### config.mk
export PLATFORM = sky130hd
export DESIGN_NAME = command_frame_decoder
export DESIGN_NICKNAME = d
export VERILOG_FILES = /design/src/design/cfd_pkg.sv /design/src/design/cfd_front.sv /design/src/design/cfd_queue.sv /design/src/design/cfd_back.sv /design/src/design/command_frame_decoder.sv
export SDC_FILE = /design/constraint.sdc
export NUM_CORES = 1
export LEC_CHECK = 0
export ABC_CLOCK_PERIOD_IN_PS = 4300
export BUFFER_PORTS_ARGS = -buffer_cell sky130_fd_sc_hd__buf_2
export CORE_UTILIZATION = 36
export CTS_BUF_LIST = sky130_fd_sc_hd__clkbuf_16
export DETAILED_ROUTE_END_ITERATION = 10
export GPL_TIMING_DRIVEN = 0
export HOLD_SLACK_MARGIN = 0.15
export PLACE_DENSITY = 0.51
export RECOVER_POWER = 50
export SYNTH_ARGS = -nofsm -noshare
export SYNTH_HDL_FRONTEND = slang
export SYNTH_HIERARCHICAL = 1
export SYNTH_SLANG_ARGS = --single-unit
### constraint.sdc
create_clock -name clock -period 4.3 [get_ports clock]
set_input_delay 1.075 -clock clock [delete_from_list [all_inputs] [get_ports clock]]
set_output_delay 1.075 -clock clock [all_outputs]
set_load 0.03 [all_outputs]
### src/design/cfd_pkg.sv
// types and constants of the command frame decoder
`timescale 1ns / 1ps

package cfd_pkg;

   localparam int PAYLOAD_DEPTH = 6;

   // status codes
   localparam logic [1:0] ST_OK     = 2'd0;
   localparam logic [1:0] ST_BADLEN = 2'd1;
   localparam logic [1:0] ST_RANGE  = 2'd2;
   localparam logic [1:0] ST_UNSUP  = 2'd3;

   // action codes
   localparam logic [2:0] ACT_NONE   = 3'd0;
   localparam logic [2:0] ACT_SHOW   = 3'd1;
   localparam logic [2:0] ACT_RESET  = 3'd2;
   localparam logic [2:0] ACT_SHIP   = 3'd3;
   localparam logic [2:0] ACT_STRIDE = 3'd4;
   localparam logic [2:0] ACT_TIME   = 3'd5;

   // opcodes
   localparam logic [7:0] OP_SHOW   = 8'd1;
   localparam logic [7:0] OP_RESET  = 8'd2;
   localparam logic [7:0] OP_SHIP   = 8'd3;
   localparam logic [7:0] OP_STRIDE = 8'd4;
   localparam logic [7:0] OP_TIME   = 8'd5;

   // required frame lengths, and the limit at which the byte count saturates
   localparam logic [3:0] LEN_SHORT  = 4'd1;
   localparam logic [3:0] LEN_STRIDE = 4'd3;
   localparam logic [3:0] LEN_TIME   = 4'd7;
   localparam logic [3:0] COUNT_MAX  = 4'd15;

   // range limits
   localparam logic [31:0]        STRIDE_MIN = 32'd100;
   localparam logic [31:0]        STRIDE_MAX = 32'd2000;
   localparam logic [31:0]        EPOCH_MIN  = 32'd1577836800;
   localparam logic signed [15:0] ZONE_MIN   = -16'sd720;
   localparam logic signed [15:0] ZONE_MAX   = 16'sd840;

   typedef struct packed {
      logic [7:0] data_byte;
      logic       last_byte;
   } req_word_type;

   typedef struct packed {
      logic [1:0]         status;
      logic [2:0]         action;
      logic [31:0]        value;
      logic signed [15:0] zone_minutes;
   } rsp_word_type;

   typedef logic [PAYLOAD_DEPTH-1:0][7:0] payload_type;

   // one finished frame, handed from front to back
   typedef struct packed {
      logic [7:0]  opcode;
      logic [3:0]  length;
      payload_type payload;
   } frame_type;

   // queue status seen by the front
   typedef struct packed {
      logic full;
      logic empty;
   } queue_status_type;

endpackage

### src/design/cfd_front.sv
// byte collector: counts bytes, keeps opcode and payload, emits finished frames
`timescale 1ns / 1ps

module cfd_front (
   input  logic                      clock,
   input  logic                      reset,
   input  logic                      req_valid,
   output logic                      req_ready,
   input  cfd_pkg::req_word_type     req_word,
   input  cfd_pkg::queue_status_type queue_status,
   output logic                      push_valid,
   output cfd_pkg::frame_type        push_frame
);

   logic [3:0]           count_ff, count_in;
   logic [7:0]           opcode_ff, opcode_in;
   cfd_pkg::payload_type payload_ff, payload_in;
   logic [3:0]           count_sat;
   logic                 accept;

   assign req_ready = !queue_status.full;
   assign accept    = req_valid && req_ready;
   assign count_sat = (count_ff == cfd_pkg::COUNT_MAX) ? count_ff : count_ff + 4'd1;

   always_comb begin
      payload_in = payload_ff;
      for (int i = 0; i < cfd_pkg::PAYLOAD_DEPTH; i++) begin
         if (count_ff == 4'(i + 1)) begin
            payload_in[i] = req_word.data_byte;
         end
      end
      opcode_in = (count_ff == 4'd0) ? req_word.data_byte : opcode_ff;
      count_in  = req_word.last_byte ? 4'd0 : count_sat;
   end

   assign push_valid         = req_valid && req_word.last_byte;
   assign push_frame.opcode  = opcode_in;
   assign push_frame.length  = count_sat;
   assign push_frame.payload = payload_in;

   always_ff @(posedge clock) begin
      if (reset) begin
         count_ff  <= 4'd0;
         opcode_ff <= 8'd0;
      end else if (accept) begin
         count_ff  <= count_in;
         opcode_ff <= opcode_in;
      end
   end

   // payload bytes are only read back within the frame that wrote them
   always_ff @(posedge clock) begin
      if (accept) begin
         payload_ff <= payload_in;
      end
   end

endmodule

### src/design/cfd_queue.sv
// short frame queue between collector and decoder
`timescale 1ns / 1ps

module cfd_queue #(
   parameter int DEPTH = 4
) (
   input  logic                      clock,
   input  logic                      reset,
   input  logic                      push_valid,
   input  cfd_pkg::frame_type        push_frame,
   input  logic                      pop_ready,
   output logic                      pop_valid,
   output cfd_pkg::frame_type        pop_frame,
   output cfd_pkg::queue_status_type queue_status
);

   localparam int AW = (DEPTH > 1) ? $clog2(DEPTH) : 1;
   localparam int CW = $clog2(DEPTH + 1);

   cfd_pkg::frame_type entries_ff [DEPTH];
   logic [AW-1:0]      wr_ptr_ff, wr_ptr_in;
   logic [AW-1:0]      rd_ptr_ff, rd_ptr_in;
   logic [CW-1:0]      fill_ff, fill_in;
   logic               do_push, do_pop;

   assign queue_status.full  = (fill_ff == CW'(DEPTH));
   assign queue_status.empty = (fill_ff == '0);
   assign pop_valid          = !queue_status.empty;
   assign pop_frame          = entries_ff[rd_ptr_ff];
   assign do_push            = push_valid && !queue_status.full;
   assign do_pop             = pop_valid && pop_ready;

   always_comb begin
      wr_ptr_in = wr_ptr_ff;
      rd_ptr_in = rd_ptr_ff;
      fill_in   = fill_ff;
      if (do_push) begin
         wr_ptr_in = (wr_ptr_ff == AW'(DEPTH - 1)) ? '0 : wr_ptr_ff + 1'b1;
      end
      if (do_pop) begin
         rd_ptr_in = (rd_ptr_ff == AW'(DEPTH - 1)) ? '0 : rd_ptr_ff + 1'b1;
      end
      case ({do_push, do_pop})
         2'b10:   fill_in = fill_ff + 1'b1;
         2'b01:   fill_in = fill_ff - 1'b1;
         default: fill_in = fill_ff;
      endcase
   end

   always_ff @(posedge clock) begin
      if (reset) begin
         wr_ptr_ff <= '0;
         rd_ptr_ff <= '0;
         fill_ff   <= '0;
      end else begin
         wr_ptr_ff <= wr_ptr_in;
         rd_ptr_ff <= rd_ptr_in;
         fill_ff   <= fill_in;
      end
   end

   always_ff @(posedge clock) begin
      if (do_push) begin
         entries_ff[wr_ptr_ff] <= push_frame;
      end
   end

endmodule

### src/design/cfd_back.sv
// frame decoder and result register
`timescale 1ns / 1ps

module cfd_back (
   input  logic                  clock,
   input  logic                  reset,
   input  logic                  pop_valid,
   input  cfd_pkg::frame_type    pop_frame,
   output logic                  pop_ready,
   output logic                  rsp_valid,
   input  logic                  rsp_ready,
   output cfd_pkg::rsp_word_type rsp_word
);

   logic                  rsp_valid_ff, rsp_valid_in;
   cfd_pkg::rsp_word_type rsp_word_ff, rsp_word_in;
   logic [31:0]           stride;
   logic [31:0]           epoch;
   logic signed [15:0]    zone;

   assign pop_ready = !rsp_valid_ff || rsp_ready;
   assign stride    = {16'd0, pop_frame.payload[1], pop_frame.payload[0]};
   assign epoch     = {pop_frame.payload[3], pop_frame.payload[2],
                       pop_frame.payload[1], pop_frame.payload[0]};
   assign zone      = {pop_frame.payload[5], pop_frame.payload[4]};

   always_comb begin
      rsp_word_in = '0;
      unique case (pop_frame.opcode)
         cfd_pkg::OP_SHOW, cfd_pkg::OP_RESET, cfd_pkg::OP_SHIP: begin
            if (pop_frame.length != cfd_pkg::LEN_SHORT) begin
               rsp_word_in.status = cfd_pkg::ST_BADLEN;
            end else begin
               rsp_word_in.status = cfd_pkg::ST_OK;
               // these opcodes equal their action codes
               rsp_word_in.action = pop_frame.opcode[2:0];
            end
         end
         cfd_pkg::OP_STRIDE: begin
            if (pop_frame.length != cfd_pkg::LEN_STRIDE) begin
               rsp_word_in.status = cfd_pkg::ST_BADLEN;
            end else begin
               rsp_word_in.value = stride;
               if (stride < cfd_pkg::STRIDE_MIN || stride > cfd_pkg::STRIDE_MAX) begin
                  rsp_word_in.status = cfd_pkg::ST_RANGE;
               end else begin
                  rsp_word_in.status = cfd_pkg::ST_OK;
                  rsp_word_in.action = cfd_pkg::ACT_STRIDE;
               end
            end
         end
         cfd_pkg::OP_TIME: begin
            if (pop_frame.length != cfd_pkg::LEN_TIME) begin
               rsp_word_in.status = cfd_pkg::ST_BADLEN;
            end else begin
               rsp_word_in.value        = epoch;
               rsp_word_in.zone_minutes = zone;
               if (epoch < cfd_pkg::EPOCH_MIN || zone < cfd_pkg::ZONE_MIN ||
                   zone > cfd_pkg::ZONE_MAX) begin
                  rsp_word_in.status = cfd_pkg::ST_RANGE;
               end else begin
                  rsp_word_in.status = cfd_pkg::ST_OK;
                  rsp_word_in.action = cfd_pkg::ACT_TIME;
               end
            end
         end
         default: begin
            rsp_word_in.status = cfd_pkg::ST_UNSUP;
         end
      endcase
   end

   assign rsp_valid_in = pop_ready ? pop_valid : rsp_valid_ff;

   always_ff @(posedge clock) begin
      if (reset) begin
         rsp_valid_ff <= 1'b0;
      end else begin
         rsp_valid_ff <= rsp_valid_in;
      end
   end

   always_ff @(posedge clock) begin
      if (pop_ready && pop_valid) begin
         rsp_word_ff <= rsp_word_in;
      end
   end

   assign rsp_valid = rsp_valid_ff;
   assign rsp_word  = rsp_word_ff;

endmodule

### src/design/command_frame_decoder.sv
// top level of the command frame decoder
`timescale 1ns / 1ps

// command frame decoder: takes one frame byte per req word, the first byte of a
// frame being the opcode and the word with last_byte set closing the frame. a
// byte is taken every cycle while the frame queue has room, so frames stream at
// full rate; each closed frame gives exactly one rsp word, which passes through the
// queue and then the result register. other bytes give no word. the queue holds
// QUEUE_DEPTH finished frames behind the result register, so a stalled rsp side
// stops req only once QUEUE_DEPTH + 1 results wait.
// status is ok, bad length, out of range or unsupported opcode; on a range
// error the decoded value and zone are kept and the action is none
module command_frame_decoder #(
   parameter int QUEUE_DEPTH = 4
) (
   input  logic                  clock,
   input  logic                  reset,
   input  logic                  req_valid,
   output logic                  req_ready,
   input  cfd_pkg::req_word_type req_word,
   output logic                  rsp_valid,
   input  logic                  rsp_ready,
   output cfd_pkg::rsp_word_type rsp_word
);

   // front to queue
   logic                      push_valid;
   cfd_pkg::frame_type        push_frame;
   cfd_pkg::queue_status_type queue_status;

   // queue to back
   logic                      pop_valid;
   logic                      pop_ready;
   cfd_pkg::frame_type        pop_frame;

   // byte counting, opcode and payload capture
   cfd_front u_front (
      .clock        (clock),
      .reset        (reset),
      .req_valid    (req_valid),
      .req_ready    (req_ready),
      .req_word     (req_word),
      .queue_status (queue_status),
      .push_valid   (push_valid),
      .push_frame   (push_frame)
   );

   // finished frames wait here so either side can stall alone
   cfd_queue #(
      .DEPTH (QUEUE_DEPTH)
   ) u_queue (
      .clock        (clock),
      .reset        (reset),
      .push_valid   (push_valid),
      .push_frame   (push_frame),
      .pop_ready    (pop_ready),
      .pop_valid    (pop_valid),
      .pop_frame    (pop_frame),
      .queue_status (queue_status)
   );

   // length and range checks, result register
   cfd_back u_back (
      .clock     (clock),
      .reset     (reset),
      .pop_valid (pop_valid),
      .pop_frame (pop_frame),
      .pop_ready (pop_ready),
      .rsp_valid (rsp_valid),
      .rsp_ready (rsp_ready),
      .rsp_word  (rsp_word)
   );

endmodule

Word-level counts from Yosys, hierarchy flattened
Memory sizes are Yosys's and may differ from the RTL's. A register that Yosys moved wholly into a read port is not among the register bits.
Cells that the tools add are included.
Widths: inputs -> output; s select.
Storage, ports and cells
  register bits after elaboration: 121
  memory bits (writable): 240
  bits in read-only memories: 0
  memories: 1
  latch bits: 0
  output and inout bits: 55
Memory list
  u_queue.entries_ff: depth 4, width 60, read ports 1, clocked after memory_dff 1, write ports 1, line cfd_queue.sv:20  | cfd_pkg::frame_type entries_ff [DEPTH];
Cells by class
  reductions and logical operators: 16
  shift-type cells: 0
  muxes and demuxes: 29
  $lt $le $gt $ge: 5
  bitwise operators: 1
  equality and inequality tests: 20
  divide/modulo/power cells: 0
  $add $sub $neg: 5
  $mul: 0
Operator list (number)
  $pmux 32 s2: 1
  $mux 8: 7
  $mux 51: 1
  $mux 35: 1
  $gt 16x11->1 const B: 2
  $lt 32x31->1 const B: 1
  $eq 8x2->1 const B: 2
  $eq 8x3->1 const B: 2
  $lt 16x11->1 const B: 1
  $lt 16x7->1 const B: 1
  $mux 2: 8
  $eq 4x3->1 const B: 3
  $mux 3: 3
  $pmux 3 s3: 1
  $eq 4x2->1 const B: 2
  $eq 8x1->1 const B: 1
  $mux 4: 2
  $eq 2x2->1 const B: 3
  $pmux 2 s3: 1
  $pmux 3 s2: 1
  $add 2x1->2 const B: 2
  $add 4x1->4 const B: 1
  $eq 4x1->1 const B: 1
  $eq 4x4->1 const B: 1
  other kinds (17): 27

Longest topological paths before layout
  depth after elaboration: 6
  mapped depth: 10
  depth with buffers taken out: 9

By module
Netlist, hierarchy kept.
Modules (own cells, without submodules)
  cfd_queue: area an instance 9140.0 µm², times used 1, cells each 369
  cfd_front: area an instance 2857.7 µm², times used 1, cells each 196
  cfd_back: area an instance 2384.8 µm², times used 1, cells each 177

Worst setup path before layout
OpenSTA, ideal clock, no wires.
  path type: in2reg
  from: input port req_valid
  to: memory u_queue/entries_ff[2][0] (netlist name) (enable)
  path slack: 1.102 ns
  data required time: 3.875 ns
  data arrival time: 2.773 ns
  buffers on the path: 0
  stages on the path: 2
  path through: and2_1 > and3_1
On the way
  word-level cells in the longest chain between the ends: 4
RTL lines
  start, declared: line command_frame_decoder.sv:18  | input logic req_valid,
  $logic_and 1x1->1: line cfd_front.sv:36  | assign push_valid = req_valid && req_word.last_byte;
  $logic_and 1x1->1: line cfd_queue.sv:30  | assign do_push = push_valid && !queue_status.full;
  $mux 1: line cfd_queue.sv:63  | if (do_push) begin
  $mux 1 (implied by the code): line cfd_queue.sv:64  | entries_ff[wr_ptr_ff] <= push_frame;
  end, declared: line cfd_queue.sv:20
Every way passes these cells.

==> flow_summary.ini <==
[logic_synthesis]
avgSynthCellArea_um2 = 19.40
syn_nets = 765
syn_inst = 741
ys_warn_count = 6
syn_area_um2 = 14380

[min_path]
min_path_cells = 2
hold_path.class = register to register
min-delay-start = u_front/opcode_ff[1]$_SDFFE_PP0P_

[clock_tree]
clk_latency_ps = 530
numCtsBuffers = 40
cts_tree = done
clk_pin_slew_worst_paths_ps = 60
clock-sinks = 363
ctsHoldBuffers = 0
postCtsSetupBuffers = 0
clockRootBuffer = clkbuf_16
cts-htree-levels = 2
cts_resized = 0
cts.path.max_buffers = 3

[global_routing]
grt.total_usage_pct = 15.03
overflow = 0
grt_pass1_wl_um = 45270
grt_pass1_vias = 7251
antenna_found_initial = 3
grt_start_max_net_pins = 58

[pwr]
power.leakage_uw = 0.005524
powerDensity_nw_per_um2 = 616.9
peakVddDrop_mv = 0.2424

[run]
drv_cap = 3

[drt]
num_vias = 6941
drt-wirelength-per-cell_um = 21.48
top_layer = met4
wl_met1_um = 13110
first_pass_iters = 4
postRouteAntennaNets = 0
drc = 0
drt_iter0_drc = 453
dr_wl_met3_um = 1221
routed-wl-met2_um = 15070
via_per_inst = 4.954
wl_um = 30100

[timing]
clock_skew_ps = 19.22
worstMarginPinSlew_ps = 1681
rsz0062_at_grt = no
clock.fmax_ghz = 0.2521
fin_crit_ps = 3967
worst_slack_ps = 332.7
slew_headroom_pct = -12.10
drv_slew = 70
hold_viol_final = 0
setup_violations = 0
period_share_pct = 92.26

[worst_setup_path]
ff2ff_setup_slack_ps = 330
worstPathMaxFanout = 10
criticalPathCategory = register to register
r2r_cells = 8
arrival_ps = 4350
startpoint_type = register
endpoint = u_back/rsp_word[13]$_SDFFCE_PP0P_
cp-end-kind = register
timing.rr.end = u_back/rsp_word[13]$_SDFFCE_PP0P_
crit_required_ps = 4690

[cells_and_area]
syn_to_final_growth_pct = 15.82
stdcell_area_um2 = 16650
fin_util_pct = 42.69
layout_commonest_cell = edfxtp_1
multiInputGateArea_um2 = 3440
num-nets-final = 879
fillCellCount = 3418
layout-drive-gt1-share_pct = 23.95
final_cells = 1401
seq_area_um2 = 10680
layout_common_cells = 341 x edfxtp_1, 67 x buf_2, 60 x mux4_2

[placed_design]
place_congestion = 0.7153
io_buffers = 67
pre_cts_slack_ps = 207.7
dp.cells = 1331
place_area_um2 = 15500
dpl.hpwl_um = 18180

[floorplan]
start_util_pct = 36.86
fp.dieH_um = 201.9
die_area_um2 = 40740
core-area_um2 = 39010
fp.dieW_um = 201.9
ios = 68
row_count = 72

[outcome]
run_status = finished, violations left
violations = max-capacitance violations, max-slew violations
## worst min path at each step
stage | to | slack [ps]
final | u_front/opcode_ff[1]$_SDFFE_PP0P_ | 470
after global routing | u_front/opcode_ff[1]$_SDFFE_PP0P_ | 490
after CTS | u_front/opcode_ff[1]$_SDFFE_PP0P_ | 480
after detailed placement | u_front/opcode_ff[1]$_SDFFE_PP0P_ | 470
after global placement | u_front/opcode_ff[0]$_SDFFE_PP0P_ | 460
after floorplan | u_front/opcode_ff[1]$_SDFFE_PP0P_ | 450
## registers in the layout (all words and copies together), names as in the netlist, named ones only
signal and flops:
u_queue/entries_ff 240, u_back/rsp_word 53, u_front/payload_ff 48, u_front/opcode_ff 8, u_front/count_ff 4, u_queue/fill_ff 3, u_queue/rd_ptr_ff 2, u_queue/wr_ptr_ff 2
u_back/rsp_valid 1
## layer usage
| layer | GRT usage [%] | vias up |
|---|---|---|
| met1 | 19.76 | 3570 |
| met5 | 0 | - |
| met2 | 25.37 | 124 |
| met3 | 2.451 | 43 |
| li1 | - | 3204 |
| met4 | 4.951 | 0 |
## layout make-up
class	instances	area share (%)
Sequential cell	363	64.13
Multi-Input combinational cell	331	20.65
Clock buffer	41	6.161
Tap cell	518	3.892
Timing Repair Buffer	72	2.652
Clock inverter	27	1.097
Buffer	32	1.044
Inverter	15	0.3381
Antenna cell	2	0.03005
## where the power goes
part / switching [uW] / leakage (uW) / internal (uW)
clock: 1320 / 0.000623 / 1840
sequential: 120 / 0.00335 / 4590
combinational: 1600 / 0.00155 / 802
total: 3040 / 0.00552 / 7240
## metrics by stage
stage / hold slack, ps / TNS (ps) / power (uW)
final: 472.1 / 0 / 10270
after global routing: 489.5 / 0 / 10750
after CTS: 476.0 / 0 / 10490
after detailed placement: 465.4 / 0 / 7295
after global placement: 459.9 / -30560 / 7249
after floorplan: 447.0 / 0 / 6519
## worst max-delay path, cell delays in order (launching register included)
cell and delay [ps]:
dfxtp_1 320, buf_2 230, clkbuf_1 680, mux4_2 450, nor3_1 380, nand3_1 340, nor3_2 690, clkbuf_1 530
and2_1 220
(Power assumes the default switching activity.)
